<file path="src/hdl/kte_pkg.sv">
// Shared types, constants and the key lookup table for the key to
// escape sequence encoder. No dependencies.
`default_nettype none

package kte_pkg;

  localparam int SEQ_MAX = 7;               // longest sequence: ESC [ 2 4 ; 8 ~
  localparam int LEN_W   = $clog2(SEQ_MAX + 1);

  localparam logic [7:0] CH_ESC   = 8'h1B;
  localparam logic [7:0] CH_BS    = 8'h08;
  localparam logic [7:0] CH_CR    = 8'h0D;
  localparam logic [7:0] CH_HT    = 8'h09;
  localparam logic [7:0] CH_DEL   = 8'h7F;
  localparam logic [7:0] CH_LBRK  = 8'h5B;  // '['
  localparam logic [7:0] CH_SEMI  = 8'h3B;  // ';'
  localparam logic [7:0] CH_TILDE = 8'h7E;  // '~'
  localparam logic [7:0] CH_ZERO  = 8'h30;  // '0'
  localparam logic [7:0] CH_ONE   = 8'h31;
  localparam logic [7:0] CH_TWO   = 8'h32;
  localparam logic [7:0] CH_SS3   = 8'h4F;  // 'O'

  localparam logic [4:0] KEY_BACKSPACE = 5'd1;

  typedef enum logic [1:0] {
    KIND_NONE,
    KIND_BYTE,
    KIND_SHORT,
    KIND_NUMBER
  } kind_t;

  // a: single byte or c0 of the short form; b: final letter or key number
  typedef struct packed {
    kind_t      kind;
    logic [7:0] a;
    logic [7:0] b;
  } key_entry_t;

  typedef struct packed {
    logic [SEQ_MAX-1:0][7:0] bytes;
    logic [LEN_W-1:0]        len;
  } seq_t;

  function automatic key_entry_t key_lookup(input logic [4:0] code);
    key_entry_t e;
    e = '{KIND_NONE, 8'h00, 8'h00};
    case (code)
      5'd0:  e = '{KIND_BYTE, CH_CR, 8'h00};
      5'd1:  e = '{KIND_BYTE, CH_DEL, 8'h00};
      5'd2:  e = '{KIND_BYTE, CH_HT, 8'h00};
      5'd3:  e = '{KIND_BYTE, CH_ESC, 8'h00};
      5'd4:  e = '{KIND_SHORT, CH_LBRK, 8'h41};
      5'd5:  e = '{KIND_SHORT, CH_LBRK, 8'h42};
      5'd6:  e = '{KIND_SHORT, CH_LBRK, 8'h43};
      5'd7:  e = '{KIND_SHORT, CH_LBRK, 8'h44};
      5'd8:  e = '{KIND_SHORT, CH_LBRK, 8'h48};
      5'd9:  e = '{KIND_SHORT, CH_LBRK, 8'h46};
      5'd10: e = '{KIND_NUMBER, 8'h00, 8'd2};
      5'd11: e = '{KIND_NUMBER, 8'h00, 8'd3};
      5'd12: e = '{KIND_NUMBER, 8'h00, 8'd5};
      5'd13: e = '{KIND_NUMBER, 8'h00, 8'd6};
      5'd14: e = '{KIND_SHORT, CH_SS3, 8'h50};
      5'd15: e = '{KIND_SHORT, CH_SS3, 8'h51};
      5'd16: e = '{KIND_SHORT, CH_SS3, 8'h52};
      5'd17: e = '{KIND_SHORT, CH_SS3, 8'h53};
      5'd18: e = '{KIND_NUMBER, 8'h00, 8'd15};
      5'd19: e = '{KIND_NUMBER, 8'h00, 8'd17};
      5'd20: e = '{KIND_NUMBER, 8'h00, 8'd18};
      5'd21: e = '{KIND_NUMBER, 8'h00, 8'd19};
      5'd22: e = '{KIND_NUMBER, 8'h00, 8'd20};
      5'd23: e = '{KIND_NUMBER, 8'h00, 8'd21};
      5'd24: e = '{KIND_NUMBER, 8'h00, 8'd23};
      5'd25: e = '{KIND_NUMBER, 8'h00, 8'd24};
      default: e = '{KIND_NONE, 8'h00, 8'h00};
    endcase
    return e;
  endfunction

endpackage

`default_nettype wire

</file>
<file path="src/hdl/kte_if.sv">
// Channel interfaces for the key to escape sequence encoder.
// Depends on nothing; one interface for key requests, one for output bytes.
`default_nettype none

interface kte_key_if;
  logic       valid;
  logic       ready;
  logic [4:0] key_code;
  logic       ctrl_held;
  logic       shift_held;
  logic       alt_held;

  modport source (output valid, key_code, ctrl_held, shift_held, alt_held, input ready);
  modport sink   (input valid, key_code, ctrl_held, shift_held, alt_held, output ready);
endinterface

interface kte_byte_if;
  logic       valid;
  logic       ready;
  logic [7:0] out_byte;
  logic       last_byte;

  modport source (output valid, out_byte, last_byte, input ready);
  modport sink   (input valid, out_byte, last_byte, output ready);
endinterface

`default_nettype wire

</file>
<file path="src/hdl/kte_builder.sv">
// Combinational sequence builder: key code and modifiers to byte list.
// Depends on kte_pkg.
`default_nettype none

module kte_builder (
  input  wire logic [4:0]  key_code,
  input  wire logic        ctrl_held,
  input  wire logic        shift_held,
  input  wire logic        alt_held,
  output kte_pkg::seq_t    seq
);

  kte_pkg::key_entry_t ent;
  logic [3:0]          mod_num;
  logic [7:0]          mod_ch;
  logic [7:0]          tens_ch;
  logic [4:0]          ones_val;
  logic [7:0]          ones_ch;

  assign ent     = kte_pkg::key_lookup(key_code);
  // modifier number 1..8
  assign mod_num = 4'd1 + {3'b000, shift_held} + {2'b00, alt_held, 1'b0}
                 + {1'b0, ctrl_held, 2'b00};
  assign mod_ch  = kte_pkg::CH_ZERO + {4'b0000, mod_num};

  // key numbers stay below 30, so tens is 0, 1 or 2
  always_comb begin
    if (ent.b[4:0] >= 5'd20) begin
      tens_ch  = kte_pkg::CH_TWO;
      ones_val = ent.b[4:0] - 5'd20;
    end else if (ent.b[4:0] >= 5'd10) begin
      tens_ch  = kte_pkg::CH_ONE;
      ones_val = ent.b[4:0] - 5'd10;
    end else begin
      tens_ch  = kte_pkg::CH_ZERO;
      ones_val = ent.b[4:0];
    end
  end
  assign ones_ch = kte_pkg::CH_ZERO + {3'b000, ones_val};

  always_comb begin
    logic [kte_pkg::LEN_W-1:0] p;
    seq = '0;
    p   = '0;
    case (ent.kind)
      kte_pkg::KIND_BYTE: begin
        seq.bytes[0] = (key_code == kte_pkg::KEY_BACKSPACE && ctrl_held) ?
                       kte_pkg::CH_BS : ent.a;
        seq.len = kte_pkg::LEN_W'(1);
      end
      kte_pkg::KIND_SHORT: begin
        seq.bytes[0] = kte_pkg::CH_ESC;
        if (mod_num == 4'd1) begin
          seq.bytes[1] = ent.a;
          seq.bytes[2] = ent.b;
          seq.len      = kte_pkg::LEN_W'(3);
        end else begin
          seq.bytes[1] = kte_pkg::CH_LBRK;
          seq.bytes[2] = kte_pkg::CH_ONE;
          seq.bytes[3] = kte_pkg::CH_SEMI;
          seq.bytes[4] = mod_ch;
          seq.bytes[5] = ent.b;
          seq.len      = kte_pkg::LEN_W'(6);
        end
      end
      kte_pkg::KIND_NUMBER: begin
        seq.bytes[0] = kte_pkg::CH_ESC;
        seq.bytes[1] = kte_pkg::CH_LBRK;
        if (ent.b[4:0] >= 5'd10) begin
          seq.bytes[2] = tens_ch;
          seq.bytes[3] = ones_ch;
          p = kte_pkg::LEN_W'(4);
        end else begin
          seq.bytes[2] = ones_ch;
          p = kte_pkg::LEN_W'(3);
        end
        if (mod_num != 4'd1) begin
          seq.bytes[p] = kte_pkg::CH_SEMI;
          seq.bytes[kte_pkg::LEN_W'(p + 1'b1)] = mod_ch;
          p = kte_pkg::LEN_W'(p + 2'd2);
        end
        seq.bytes[p] = kte_pkg::CH_TILDE;
        seq.len = kte_pkg::LEN_W'(p + 1'b1);
      end
      default: begin
        seq = '0;
      end
    endcase
  end

endmodule

`default_nettype wire

</file>
<file path="src/hdl/kte_serializer.sv">
// Sequence register and output register: shifts one byte per cycle out while the output is not stalled.
// Depends on kte_pkg.
`default_nettype none

module kte_serializer (
  input  wire logic          clk,
  input  wire logic          rst_n,
  input  wire kte_pkg::seq_t seq,
  input  wire logic          in_valid,
  output logic               in_ready,
  output logic               out_valid,
  input  wire logic          out_ready,
  output logic [7:0]         out_byte,
  output logic               out_last
);

  logic [kte_pkg::SEQ_MAX-1:0][7:0] sq_bytes_r, sq_bytes_nxt;
  logic [kte_pkg::LEN_W-1:0]        sq_left_r, sq_left_nxt;
  logic                             out_valid_r;
  logic [7:0]                       out_byte_r;
  logic                             out_last_r;
  logic                             out_free;
  logic                             emit;
  logic                             take;

  assign out_free = !out_valid_r || out_ready;
  assign emit     = (sq_left_r != '0) && out_free;
  // next request loads while the final byte of the current one goes out
  assign in_ready = (sq_left_r == '0) ||
                    (sq_left_r == kte_pkg::LEN_W'(1) && emit);
  assign take     = in_valid && in_ready;

  always_comb begin
    sq_bytes_nxt = sq_bytes_r;
    sq_left_nxt  = sq_left_r;
    if (take) begin
      sq_bytes_nxt = seq.bytes;
      sq_left_nxt  = seq.len;
    end else if (emit) begin
      sq_bytes_nxt = {8'h00, sq_bytes_r[kte_pkg::SEQ_MAX-1:1]};
      sq_left_nxt  = sq_left_r - 1'b1;
    end
  end

  always_ff @(posedge clk) begin
    sq_bytes_r <= sq_bytes_nxt;
    if (emit) begin
      out_byte_r <= sq_bytes_r[0];
      out_last_r <= (sq_left_r == kte_pkg::LEN_W'(1));
    end
    if (!rst_n) begin
      sq_left_r   <= '0;
      out_valid_r <= 1'b0;
    end else begin
      sq_left_r <= sq_left_nxt;
      if (emit) begin
        out_valid_r <= 1'b1;
      end else if (out_ready) begin
        out_valid_r <= 1'b0;
      end
    end
  end

  assign out_valid = out_valid_r;
  assign out_byte  = out_byte_r;
  assign out_last  = out_last_r;

  a_load_len: assert property (@(posedge clk) disable iff (!rst_n)
    take |=> sq_left_r == $past(seq.len))
    else $error("sequence length not loaded on request");

  a_hold_on_stall: assert property (@(posedge clk) disable iff (!rst_n)
    (out_valid_r && !out_ready && !take) |=> sq_left_r == $past(sq_left_r))
    else $error("sequence advanced while output stalled");

  a_emit_valid: assert property (@(posedge clk) disable iff (!rst_n)
    emit |=> out_valid_r)
    else $error("emitted byte not presented");

  a_drain: assert property (@(posedge clk) disable iff (!rst_n)
    (emit && sq_left_r == kte_pkg::LEN_W'(1) && !take) |=> sq_left_r == '0)
    else $error("sequence not empty after final byte");

endmodule

`default_nettype wire

</file>
<file path="src/hdl/key_to_escape_sequence_encoder.sv">
// Top level of the key to escape sequence encoder.
// Depends on kte_pkg, kte_if, kte_builder and kte_serializer.
`default_nettype none

// Turns one special-key request (key code plus ctrl/shift/alt) into the
// xterm-style byte sequence for that key, one byte per output request,
// with last_byte set on the final byte. Enter/tab/escape give CR/HT/ESC,
// backspace gives DEL (BS with ctrl). Cursor keys, Home, End and F1-F4
// give ESC c0 c1, or ESC [ 1 ; m c1 when a modifier is held. Insert,
// Delete, PageUp, PageDown and F5-F12 give ESC [ n ~ or ESC [ n ; m ~,
// with m = 1 + shift + 2*alt + 4*ctrl. Codes 26..31 are accepted and
// produce nothing.
// Timing: the sequence is built combinationally at the input and loaded
// into a seven-byte shift register; one byte per cycle moves into the
// output register while the output is not stalled, so the first byte of
// a key passes the shift register and then the output register before
// it is presented. A known key has 1 to 7 bytes, sent on the single
// output byte lane; an unknown code is still taken. The next key is
// taken in the cycle its predecessor's last byte leaves the shift
// register, so sequences stream with no gap. Output stalls freeze the
// shift register and the output register; an empty shift register still
// takes one key during a stall. No registers to configure, no startup sweep.

module key_to_escape_sequence_encoder (
  input wire logic   clk,
  input wire logic   rst_n,
  kte_key_if.sink    in_key,
  kte_byte_if.source out_seq
);

  kte_pkg::seq_t seq;   // full byte list for the key at the input

  kte_builder u_builder (
    .key_code   (in_key.key_code),
    .ctrl_held  (in_key.ctrl_held),
    .shift_held (in_key.shift_held),
    .alt_held   (in_key.alt_held),
    .seq        (seq)
  );

  // shift register plus output register; ready comes from here
  kte_serializer u_serializer (
    .clk       (clk),
    .rst_n     (rst_n),
    .seq       (seq),
    .in_valid  (in_key.valid),
    .in_ready  (in_key.ready),
    .out_valid (out_seq.valid),
    .out_ready (out_seq.ready),
    .out_byte  (out_seq.out_byte),
    .out_last  (out_seq.last_byte)
  );

endmodule

`default_nettype wire
</file>
<file path="src/flat_wrapper.sv">
// flat-port wrapper written by rule: the top's interface ports become plain ports
module key_to_escape_sequence_encoder_flat 
  (clk, rst_n, in_key_valid, in_key_key_code, in_key_ctrl_held, in_key_shift_held, in_key_alt_held, in_key_ready, out_seq_valid, out_seq_out_byte, out_seq_last_byte, out_seq_ready);
  kte_key_if in_key_i ();
  kte_byte_if out_seq_i ();
  input wire logic clk;
  input wire logic rst_n;
  input wire logic [$bits(in_key_i.valid)-1:0] in_key_valid;
  input wire logic [$bits(in_key_i.key_code)-1:0] in_key_key_code;
  input wire logic [$bits(in_key_i.ctrl_held)-1:0] in_key_ctrl_held;
  input wire logic [$bits(in_key_i.shift_held)-1:0] in_key_shift_held;
  input wire logic [$bits(in_key_i.alt_held)-1:0] in_key_alt_held;
  output wire logic [$bits(in_key_i.ready)-1:0] in_key_ready;
  output wire logic [$bits(out_seq_i.valid)-1:0] out_seq_valid;
  output wire logic [$bits(out_seq_i.out_byte)-1:0] out_seq_out_byte;
  output wire logic [$bits(out_seq_i.last_byte)-1:0] out_seq_last_byte;
  input wire logic [$bits(out_seq_i.ready)-1:0] out_seq_ready;
  assign in_key_i.valid = in_key_valid;
  assign in_key_i.key_code = in_key_key_code;
  assign in_key_i.ctrl_held = in_key_ctrl_held;
  assign in_key_i.shift_held = in_key_shift_held;
  assign in_key_i.alt_held = in_key_alt_held;
  assign in_key_ready = in_key_i.ready;
  assign out_seq_valid = out_seq_i.valid;
  assign out_seq_out_byte = out_seq_i.out_byte;
  assign out_seq_last_byte = out_seq_i.last_byte;
  assign out_seq_i.ready = out_seq_ready;
  key_to_escape_sequence_encoder u_core (.clk(clk), .rst_n(rst_n), .in_key(in_key_i), .out_seq(out_seq_i));
endmodule
</file>
<file path="config.mk">
export PLATFORM = sky130hd
export DESIGN_NAME = key_to_escape_sequence_encoder_flat
export DESIGN_NICKNAME = d
export VERILOG_FILES = /design/src/hdl/kte_pkg.sv /design/src/hdl/kte_if.sv /design/src/hdl/kte_builder.sv /design/src/hdl/kte_serializer.sv /design/src/hdl/key_to_escape_sequence_encoder.sv /design/src/flat_wrapper.sv
export SDC_FILE = /design/constraint.sdc
export NUM_CORES = 1
export LEC_CHECK = 0
export ABC_AREA = 1
export ABC_CLOCK_PERIOD_IN_PS = 4440
export BUFFER_PORTS_ARGS = -buffer_cell sky130_fd_sc_hd__buf_4
export CORE_ASPECT_RATIO = 1.25
export CORE_UTILIZATION = 55
export DETAILED_ROUTE_END_ITERATION = 8
export PLACE_DENSITY_LB_ADDON = 0.08
export SLEW_MARGIN = 10
export SYNTH_ARGS = -nofsm -noshare
export SYNTH_HDL_FRONTEND = slang
export SYNTH_SLANG_ARGS = --single-unit
</file>
<file path="constraint.sdc">
create_clock -name clk -period 4.44 [get_ports clk]
set_clock_uncertainty 0.1 [all_clocks]
set_input_delay 0.666 -clock clk [delete_from_list [all_inputs] [get_ports clk]]
set_output_delay 0.666 -clock clk [all_outputs]
set_load 0.05 [all_outputs]
</file>
==> results.py, run 1 <==
metrics = {
    "floorplanning": {
        "io_pins": 23,
        "initial_core_util_pct": 57.54,
        "die_area_um2": 6821,
        "placementRows": 32,
        "die_h_um": 92.09,
        "core_area_um2": 6206,
        "die_w_um": 74.07,
    },
    "critical_path": {
        "arrival_ns": 3.24,
        "max_stage_delay_ns": 0.27,
        "worst_r2r_path_depth": 10,
        "crit_fanout": 25,
        "endpoint_kind": "flip-flop",
        "r2r_setup_slack_ns": 1.82,
        "critPathSlowestCell": "nand3_4",
        "crit_type": "primary input to flip-flop",
        "rr_startpoint": "u_core.u_serializer.sq_left_r[0]",
        "r2r_end": "u_core.u_serializer.sq_bytes_r[27]",
        "startpoint": "in_key_key_code[1]",
        "start_kind": "primary input",
        "required_ns": 4.40,
        "cp_common_cell": "nand2_1",
        "crit_path_cell_trace": "buf_4 -> inv_1 -> ha_1 -> nand3_1 -> nand2_1 -> clkinv_1 -> nand2_1 -> nand2_1 -> ha_1 -> nand3_2 -> nand3_4 -> inv_1 -> ha_1 -> nand2_1 -> nor3_1 -> o21ai_1",
    },
    "cts": {
        "clockBufferDepth": 2,
        "cts_resized": 0,
        "clock-sinks": 55,
        "cts.hold.buffers_added": 0,
        "cts_buffers": 5,
        "clkSlewWorstSetupHoldPaths_ns": 0.10,
        "cts_setup_buffers": 0,
        "htreeDepth": 2,
        "root_buffer": "clkbuf_8",
        "cts_tree": "done",
        "worstSkewPairLatency_ns": 0.31,
    },
    "flow_run": {
        "cap_viol_max_count": 0,
    },
    "layout": {
        "drive_gt1_share_pct": 14.92,
        "n_antenna_cell": 0,
        "layout_commonest_cell": "nand2_1",
        "finalInstanceArea_um2": 3871,
        "synthToLayoutAreaGrowth_pct": 8.409,
        "fin_nets": 485,
        "final_cell_mix": "nand2_1, edfxtp_1, inv_1, nand3_1, ha_1",
    },
    "yosys": {
        "synth_seq_area_share_pct": 45.13,
        "synth.top_cell.area_share_pct": 42.89,
        "synth_async_sr_flop_share_pct": 0,
        "ys_warn_count": 0,
        "syn-cell-area_um2": 3571,
        "synth_ff_type": "edfxtp_1",
        "ys_types": 39,
        "synth_edf_count": 51,
        "yosys-top-cells-area": "edfxtp_1, nand2_1, ha_1",
        "syn-num-nets": 468,
        "synth_top_cell_by_area": "edfxtp_1",
        "syn_avg_cell_area_um2": 8.285,
        "postSynthRegisterBits": 55,
        "synthCells": 431,
    },
    "route": {
        "wirelength_mm": 8.302,
        "dr_total_vias": 2955,
        "antenna_left": 0,
        "detail_route.wl_per_cell_um": 15.55,
        "drtIter0Drc": 228,
        "drc_errors": 0,
        "avgViaCountPerCell": 5.534,
        "first_pass_iters": 5,
    },
    "grt": {
        "antenna_found_initial": 0,
        "grt_usage_pct": 26.83,
        "grt_start_max_net_pins": 50,
        "grt_first_pass_wirelength_mm": 13.89,
        "grt-ovfl-total": 0,
        "grt_pass1_vias": 2771,
    },
    "timing": {
        "setup_violations": 0,
        "slew_viol_final": 0,
        "worstMarginPinSlew_ns": 0.6574,
        "hold_violations": 0,
        "fin_crit_sh_pct": 73.87,
        "rsz0062_at_grt": "false",
        "fin_setup_tns_ns": 0,
        "slew-limit-headroom_pct": 56.13,
        "layout_min_cycle_time_ns": 3.280,
        "clock.fmax_mhz": 304.9,
    },
    "place": {
        "io_buffers": 21,
        "hpwl_mm": 6.181,
        "post_dp_cell_area_um2": 3780,
        "gp_congestion": 0.9201,
    },
    "worst_hold_path": {
        "hold_class": "flip-flop to flip-flop",
        "hold_end": "u_core.u_serializer.out_byte[2]",
        "hold_start": "u_core.u_serializer.sq_bytes_r[2]",
        "whs_path_depth": 0,
    },
    "pwr": {
        "power_density_nw_per_um2": 611.9,
        "power_mw": 2.369,
        "vdd_drop_max_mv": 0.5168,
        "p_leak_nw": 1.781,
    },
    "run_status": {
        "outcome": "finished clean",
    },
}
-- logic make-up after synthesis --
family,share of synthesized area [%]
buffers and inverters,7.007
AOI/OAI and AO/OA,11.56
xor gates and xnor gates,0.2453
DFF,45.13
other,0.1050
and+or+nand+nor,27.19
adders and majority gates,8.760
-- routing by layer --
layer | routed length, um | track usage, % | vias to the layer above
li1 | - | - | 1463
met1 | 3756 | 36.62 | 1376
met2 | 4017 | 43.18 | 106
met3 | 352 | 2.637 | 10
met4 | 176 | 10.26 | 0
met5 | 0 | 0 | -
-- critical path, delay by kind of cell --
kind | cells | cell delay [ns]
fa+ha+maj | 3 | 0.69
compound gates | 1 | 0.08
simple gates | 8 | 1.12
buf+inv | 4 | 0.68
-- Yosys cell counts (7+ instances only) --
| cell | instances |
|---|---|
| o21ai_0 | 17 |
| ha_1 | 25 |
| nor2_1 | 18 |
| a21oi_1 | 13 |
| edfxtp_1 | 51 |
| inv_2 | 12 |
| nand3_1 | 27 |
| inv_1 | 31 |
| clkbuf_1 | 7 |
| o21ai_1 | 16 |
| nand2_1 | 154 |
-- flip-flops by register name (all words and copies together), names as in the netlist --
register / flops
u_core.u_serializer.sq_bytes_r: 43
u_core.u_serializer.sq_left_r: 3
u_core.u_serializer.out_byte: 7
u_core.u_serializer.out_last: 1
u_core.u_serializer.out_valid: 1
-- worst max path at each step --
stage,endpoint,slack [ns],depth (start not counted)
global placement,u_core.u_serializer.sq_bytes_r[8],0.90,16
detailed placement,u_core.u_serializer.sq_bytes_r[8],0.86,16
global route,u_core.u_serializer.sq_bytes_r[27],0.68,19
floorplan,u_core.u_serializer.sq_left_r[2],0.91,8
CTS,u_core.u_serializer.sq_bytes_r[8],1.20,16
finish,u_core.u_serializer.sq_bytes_r[8],1.16,16
-- final cells by class --
class / instances / area (um^2)
Fill cell: 573 / 2335
Multi-Input combinational cell: 317 / 1712
Clock buffer: 5 / 68.82
Timing Repair Buffer: 23 / 172.7
Tap cell: 85 / 106.4
Sequential cell: 55 / 1612
Inverter: 46 / 177.7
Clock inverter: 3 / 22.52
-- metrics by stage --
step                std cells  setup slack (ns)  hold slack [ns]  utilization (%)
global route              534            0.6772           0.3421            62.38
finish                    534             1.160           0.3222            62.38
global placement          526            0.9036           0.3015            60.91
CTS                       534             1.199           0.3241            62.38
floorplan                 431            0.9104           0.3003                -
detailed placement        526            0.8593           0.3052            60.91
-- report_power, final --
| group | switching (mW) | leakage [nW] | total (mW) | internal, mW |
|---|---|---|---|---|
| logic | 0.738 | 1.18 | 1.02 | 0.280 |
| registers | 0.0744 | 0.554 | 1.06 | 0.989 |
| clock network | 0.174 | 0.0485 | 0.288 | 0.114 |
| total | 0.987 | 1.78 | 2.37 | 1.38 |
Power figures use the tool's default switching activity.
==> inputs of run 2 (changes only) <==
--- a/config.mk
+++ b/config.mk
@@ -6,7 +6,7 @@
 export NUM_CORES = 1
 export LEC_CHECK = 0
 export ABC_AREA = 1
-export ABC_CLOCK_PERIOD_IN_PS = 4440
+export ABC_CLOCK_PERIOD_IN_PS = 3400
 export BUFFER_PORTS_ARGS = -buffer_cell sky130_fd_sc_hd__buf_4
 export CORE_ASPECT_RATIO = 1.25
 export CORE_UTILIZATION = 55
==> constraint.sdc (replaced) <==
create_clock -name clk -period 3.4 [get_ports clk]
set_clock_uncertainty 0.1 [all_clocks]
set_input_delay 0.51 -clock clk [delete_from_list [all_inputs] [get_ports clk]]
set_output_delay 0.51 -clock clk [all_outputs]
set_load 0.05 [all_outputs]
==> run 2 against run 1 <==
Net effect:
- combinational power grew 33%
- critical path depth increased by 3
- final cell count rose by 0.94%
- cell area is 0.97% higher
- total power up 31%
- clock power is 25% higher
- sequential share of layout area decreased by 0.40 points
- highest routed layer unchanged
- first-iteration DRC count rose by 14%
- core utilization rose by 0.60 points
- non-clock buffer count is 5 higher
- register-to-register slack lost 0.76 ns
==> results.py, run 2 (synthesis gave the netlist of run 1 again) <==
metrics = {
    "run_status": {
        "outcome": "finished clean",
    },
    "layout": {
        "n_antenna_cell": 0,
        "regMostFlops": "u_core.u_serializer.sq_bytes_r",
        "fin_nets": 490,
        "final_util_pct": 62.98,
        "largest_reg_flops": 43,
        "final_cell_mix": "nand2_1, edfxtp_1, inv_1, buf_4, nand3_1",
        "synthToLayoutAreaGrowth_pct": 9.460,
        "n_fill_cell": 544,
        "layout_commonest_cell": "nand2_1",
        "drive_gt1_share_pct": 15.86,
    },
    "cts": {
        "cts_resized": 0,
        "htreeDepth": 2,
        "cts_tree": "done",
        "cts_buffers": 5,
        "cts.hold.buffers_added": 0,
        "cts_setup_buffers": 0,
        "clkSlewWorstSetupHoldPaths_ns": 0.10,
        "clock-sinks": 55,
        "clockBufferDepth": 2,
        "worstSkewPairLatency_ns": 0.30,
        "root_buffer": "clkbuf_8",
    },
    "floorplanning": {
        "die_h_um": 92.09,
        "placementRows": 32,
        "initial_core_util_pct": 57.54,
        "core_area_um2": 6206,
        "die_w_um": 74.07,
        "io_pins": 23,
        "die_area_um2": 6821,
    },
    "critical_path": {
        "arrival_ns": 2.97,
        "rr_startpoint": "u_core.u_serializer.sq_left_r[0]",
        "start_kind": "primary input",
        "r2r_end": "u_core.u_serializer.sq_bytes_r[27]",
        "crit_type": "primary input to flip-flop",
        "endpoint_kind": "flip-flop",
        "r2r_setup_slack_ns": 1.06,
        "crit_fanout": 8,
        "required_ns": 3.46,
        "worst_r2r_path_depth": 9,
    },
    "pwr": {
        "power_frac_comb_pct": 43.7,
        "clkPwrFrac_pct": 11.6,
        "p_int_mw": 1.820,
        "vdd_drop_max_mv": 0.4997,
        "switching_share_pct": 41.54,
        "power_density_nw_per_um2": 796.4,
        "seqPwrFrac_pct": 44.8,
        "p_leak_nw": 1.805,
        "p_switching_mw": 1.293,
        "power_mw": 3.113,
    },
    "place": {
        "gp_congestion": 0.9393,
        "post-place-ws_ns": 0.1731,
        "io_buffers": 21,
        "hpwl_mm": 6.443,
    },
    "timing": {
        "clock.fmax_mhz": 343.9,
        "setup_violations": 0,
        "fin_setup_tns_ns": 0,
        "hold_violations": 0,
        "slew_viol_final": 0,
        "layout_min_cycle_time_ns": 2.908,
        "fin_crit_sh_pct": 85.52,
        "worstMarginPinSlew_ns": 0.6677,
        "slew-limit-headroom_pct": 55.43,
        "layout_setup_ws_ns": 0.4925,
        "rsz0062_at_grt": "false",
    },
    "grt": {
        "grt_start_max_net_pins": 50,
        "grt_pass1_vias": 2854,
        "grt_usage_pct": 26.70,
        "antenna_found_initial": 0,
        "grt_first_pass_wirelength_mm": 13.86,
        "grt-ovfl-total": 0,
    },
    "worst_hold_path": {
        "hold_start": "u_core.u_serializer.sq_bytes_r[5]",
        "whs_path_depth": 0,
        "hold_class": "flip-flop to flip-flop",
        "hold_end": "u_core.u_serializer.out_byte[5]",
    },
    "route": {
        "antenna_left": 0,
        "first_pass_iters": 5,
        "detail_route.wl_per_cell_um": 15.47,
        "avgViaCountPerCell": 5.456,
        "wirelength_mm": 8.341,
        "dr_total_vias": 2941,
        "drtIter0Drc": 261,
        "drc_errors": 0,
    },
    "flow_run": {
        "cap_viol_max_count": 0,
    },
}
[run 2: through the flow]
| step | instance area (um^2) | hold WS, ns | instances |
|---|---|---|---|
| 2_1_floorplan | 3573 | 0.3003 | 431 |
| 3_3_place_gp | 3817 | 0.3028 | 531 |
| 3_5_place_dp | 3817 | 0.3120 | 531 |
| 4_1_cts | 3909 | 0.3245 | 539 |
| 5_1_grt | 3909 | 0.3367 | 539 |
| 6_report | 3909 | 0.3197 | 539 |
[run 2: how the worst max path moves through the flow]
stage,startpoint,end,slack [ns],depth (start not counted)
final,in_key_key_code[1],u_core.u_serializer.sq_bytes_r[27],0.49,19
after global routing,in_key_key_code[1],u_core.u_serializer.sq_bytes_r[27],0.21,19
after CTS,in_key_key_code[1],u_core.u_serializer.sq_bytes_r[27],0.51,18
after detailed placement,in_key_key_code[1],u_core.u_serializer.sq_bytes_r[27],0.17,18
after global placement,in_key_key_code[1],u_core.u_serializer.sq_bytes_r[27],0.31,18
after floorplan,u_core.u_serializer.sq_left_r[0],u_core.u_serializer.sq_left_r[1],0.39,9
[run 2: power by group through the flow]
| stage | Sequential [mW] | Clock (mW) | Combinational, mW |
|---|---|---|---|
| global route | 1.43 | 0.391 | 1.51 |
| global placement | 1.40 | 0 | 1.35 |
| floorplan | 1.58 | 0 | 0.784 |
| detailed placement | 1.41 | 0 | 1.36 |
| finish | 1.39 | 0.361 | 1.36 |
| CTS | 1.40 | 0.372 | 1.36 |
[run 2: routing by layer]
layer | GRT usage [%] | vias up | share of wire (%)
li1 | - | 1475 | -
met1 | 34.36 | 1348 | 44
met2 | 45.15 | 104 | 49
met3 | 2.747 | 14 | 4.5
met4 | 10.10 | 0 | 2.7
met5 | 0 | - | 0
[run 2: layout make-up]
| class | instances | area, um^2 | share of cell area [%] |
|---|---|---|---|
| repair buffers | 28 | 210.2 | 5.378 |
| multi-input cells | 317 | 1712 | 43.79 |
| flip-flops and latches | 55 | 1612 | 41.23 |
| well taps | 85 | 106.4 | 2.721 |
| clock buffers | 5 | 68.82 | 1.761 |
| inverters | 46 | 177.7 | 4.545 |
| clock inverters | 3 | 22.52 | 0.5762 |
[run 2: critical path: stages]
cell and delay [ns]:
buf_4 0.14, inv_1 0.19, ha_1 0.21, nand3_1 0.10, nand2_1 0.09, clkinv_1 0.08
nand2_1 0.06, nand2_1 0.11, ha_1 0.23, nand3_2 0.12, nand3_4 0.12, inv_1 0.19
ha_1 0.19, inv_1 0.09, o21ai_1 0.20, nor2_1 0.08, o21ai_1 0.09, o21ai_1 0.08
o21ai_1 0.10
==> inputs of run 3 (changes only) <==
==> constraint.sdc (replaced) <==
create_clock -name clk -period 3.4 [get_ports clk]
set_clock_uncertainty 0.1 [all_clocks]
set_input_delay 0.51 -clock clk [delete_from_list [all_inputs] [get_ports clk]]
set_output_delay 0.51 -clock clk [all_outputs]
set_load 0.1 [all_outputs]
==> run 3 against run 2 <==
Net effect:
- final cell count is 0.74% higher
- worst setup slack worse by 0.063 ns
- register-to-register slack worse by 0.05 ns
- combinational power is 20% higher
- core utilization is 0.71 points higher
- fmax is 2.1% lower
- flip-flop and latch count stayed put
- sequential power hardly changed
- total power is 8.6% higher
- die area stayed put
- non-clock buffer count is 4 higher
- wire length is 1.6% higher
==> results.py, run 3 (synthesis gave the netlist of run 1 again) <==
metrics = {
    "critical_path": {
        "r2r_setup_slack_ns": 1.01,
        "arrival_ns": 2.94,
        "r2r_end": "u_core.u_serializer.sq_left_r[2]",
        "start_kind": "primary input",
        "rr_startpoint": "u_core.u_serializer.sq_left_r[0]",
        "required_ns": 3.37,
        "endpoint_kind": "flip-flop",
        "crit_type": "primary input to flip-flop",
        "worst_r2r_path_depth": 10,
        "crit_fanout": 15,
    },
    "route": {
        "dr_total_vias": 3002,
        "drc_errors": 0,
        "detail_route.wl_per_cell_um": 15.61,
        "first_pass_iters": 5,
        "avgViaCountPerCell": 5.529,
        "drtIter0Drc": 164,
        "wirelength_mm": 8.478,
        "antenna_left": 0,
    },
    "cts": {
        "worstSkewPairLatency_ns": 0.31,
        "cts_resized": 0,
        "clkSlewWorstSetupHoldPaths_ns": 0.10,
        "clockBufferDepth": 2,
        "cts_tree": "done",
        "clock-sinks": 55,
        "cts.hold.buffers_added": 0,
        "cts_setup_buffers": 0,
        "root_buffer": "clkbuf_8",
        "htreeDepth": 2,
        "cts_buffers": 5,
    },
    "layout": {
        "regMostFlops": "u_core.u_serializer.sq_bytes_r",
        "finalInstanceArea_um2": 3953,
        "n_antenna_cell": 0,
        "synthToLayoutAreaGrowth_pct": 10.69,
        "largest_reg_flops": 43,
        "final_cell_mix": "nand2_1, edfxtp_1, inv_1, buf_4, nand3_1",
        "fin_nets": 494,
        "drive_gt1_share_pct": 16.59,
        "layout_commonest_cell": "nand2_1",
    },
    "timing": {
        "slew-limit-headroom_pct": 60.03,
        "slew_viol_final": 0,
        "fin_crit_sh_pct": 87.38,
        "hold_slack_ns": 0.3275,
        "setup_violations": 0,
        "layout_min_cycle_time_ns": 2.971,
        "clock.fmax_mhz": 336.6,
        "layout_setup_ws_ns": 0.4291,
        "fin_setup_tns_ns": 0,
        "rsz0062_at_grt": "false",
        "worstMarginPinSlew_ns": 0.5996,
        "hold_violations": 0,
    },
    "worst_hold_path": {
        "whs_path_depth": 0,
        "hold_end": "u_core.u_serializer.out_byte[5]",
        "hold_start": "u_core.u_serializer.sq_bytes_r[5]",
        "hold_class": "flip-flop to flip-flop",
    },
    "place": {
        "post-place-ws_ns": 0.1491,
        "gp_congestion": 0.9489,
        "io_buffers": 21,
        "hpwl_mm": 6.529,
        "post_dp_cell_area_um2": 3864,
    },
    "floorplanning": {
        "io_pins": 23,
        "die_w_um": 74.07,
        "die_h_um": 92.09,
        "initial_core_util_pct": 57.54,
        "die_area_um2": 6821,
        "core_area_um2": 6206,
        "placementRows": 32,
    },
    "grt": {
        "antenna_found_initial": 0,
        "grt_first_pass_wirelength_mm": 13.45,
        "grt_start_max_net_pins": 50,
        "grt-ovfl-total": 0,
        "grt_pass1_vias": 2783,
        "grt_usage_pct": 26.27,
    },
    "pwr": {
        "power_density_nw_per_um2": 855.5,
        "power_mw": 3.382,
        "clkPwrFrac_pct": 10.5,
        "seqPwrFrac_pct": 41.4,
        "switching_share_pct": 45.54,
        "vdd_drop_max_mv": 0.6131,
        "power_frac_comb_pct": 48.1,
        "p_switching_mw": 1.540,
        "p_int_mw": 1.842,
        "p_leak_nw": 1.822,
    },
    "run_status": {
        "outcome": "finished clean",
    },
    "flow_run": {
        "cap_viol_max_count": 0,
    },
}
## run 3: cell count changes in the layout (fill, tap and decap cells not counted), sizes merged
cell,delta
buf,+4
clkinvlp,+1
inv,-1
## run 3: power by group through the flow
stage / Combinational, mW / Sequential, mW / Clock (mW)
after floorplan: 0.829 / 1.78 / 0
after global placement: 1.61 / 1.40 / 0
after detailed placement: 1.63 / 1.41 / 0
after CTS: 1.63 / 1.40 / 0.357
after global routing: 1.76 / 1.43 / 0.374
final: 1.63 / 1.40 / 0.354
## run 3: critical path, stage by stage
cell,delay (ns)
buf_4,0.14
inv_1,0.19
ha_1,0.22
nand3_1,0.10
nand2_1,0.08
clkinv_1,0.08
nand2_1,0.06
nand2_1,0.12
ha_1,0.25
nand3_2,0.12
nand3_4,0.16
buf_12,0.20
nand2_2,0.15
nand2_1,0.15
a21oi_1,0.31
o21ai_1,0.09
## run 3: stage by stage
step	util [%]	std cells
after global routing	63.69	543
after detailed placement	62.26	535
final	63.69	543
after global placement	62.26	535
after floorplan	-	431
after CTS	63.69	543
## run 3: worst max-delay path by stage
stage                                       start  cells past startpoint                            endpoint
detailed placement             in_key_key_code[1]                     18  u_core.u_serializer.sq_bytes_r[27]
floorplan           u_core.u_serializer.out_valid                      7    u_core.u_serializer.sq_left_r[1]
finish                         in_key_key_code[1]                     16  u_core.u_serializer.sq_bytes_r[24]
global placement               in_key_key_code[1]                     18  u_core.u_serializer.sq_bytes_r[27]
CTS                            in_key_key_code[1]                     18  u_core.u_serializer.sq_bytes_r[27]
global route                   in_key_key_code[1]                     19  u_core.u_serializer.sq_bytes_r[27]
## run 3: area by class of cell
class | count | area (um^2)
fillers | 543 | 2253
multi-input cells | 317 | 1715
flip-flops and latches | 55 | 1612
repair buffers | 32 | 252.7
inverters | 46 | 177.7
well taps | 85 | 106.4
clock buffers | 5 | 68.82
clock inverters | 3 | 20.02
## run 3: metal layers
metal | GRT usage [%] | wire, um | up-vias
li1 | - | - | 1484
met1 | 34.87 | 3735 | 1383
met2 | 42.95 | 4075 | 115
met3 | 2.527 | 436 | 20
met4 | 11.06 | 230 | 0
met5 | 0 | 0 | -
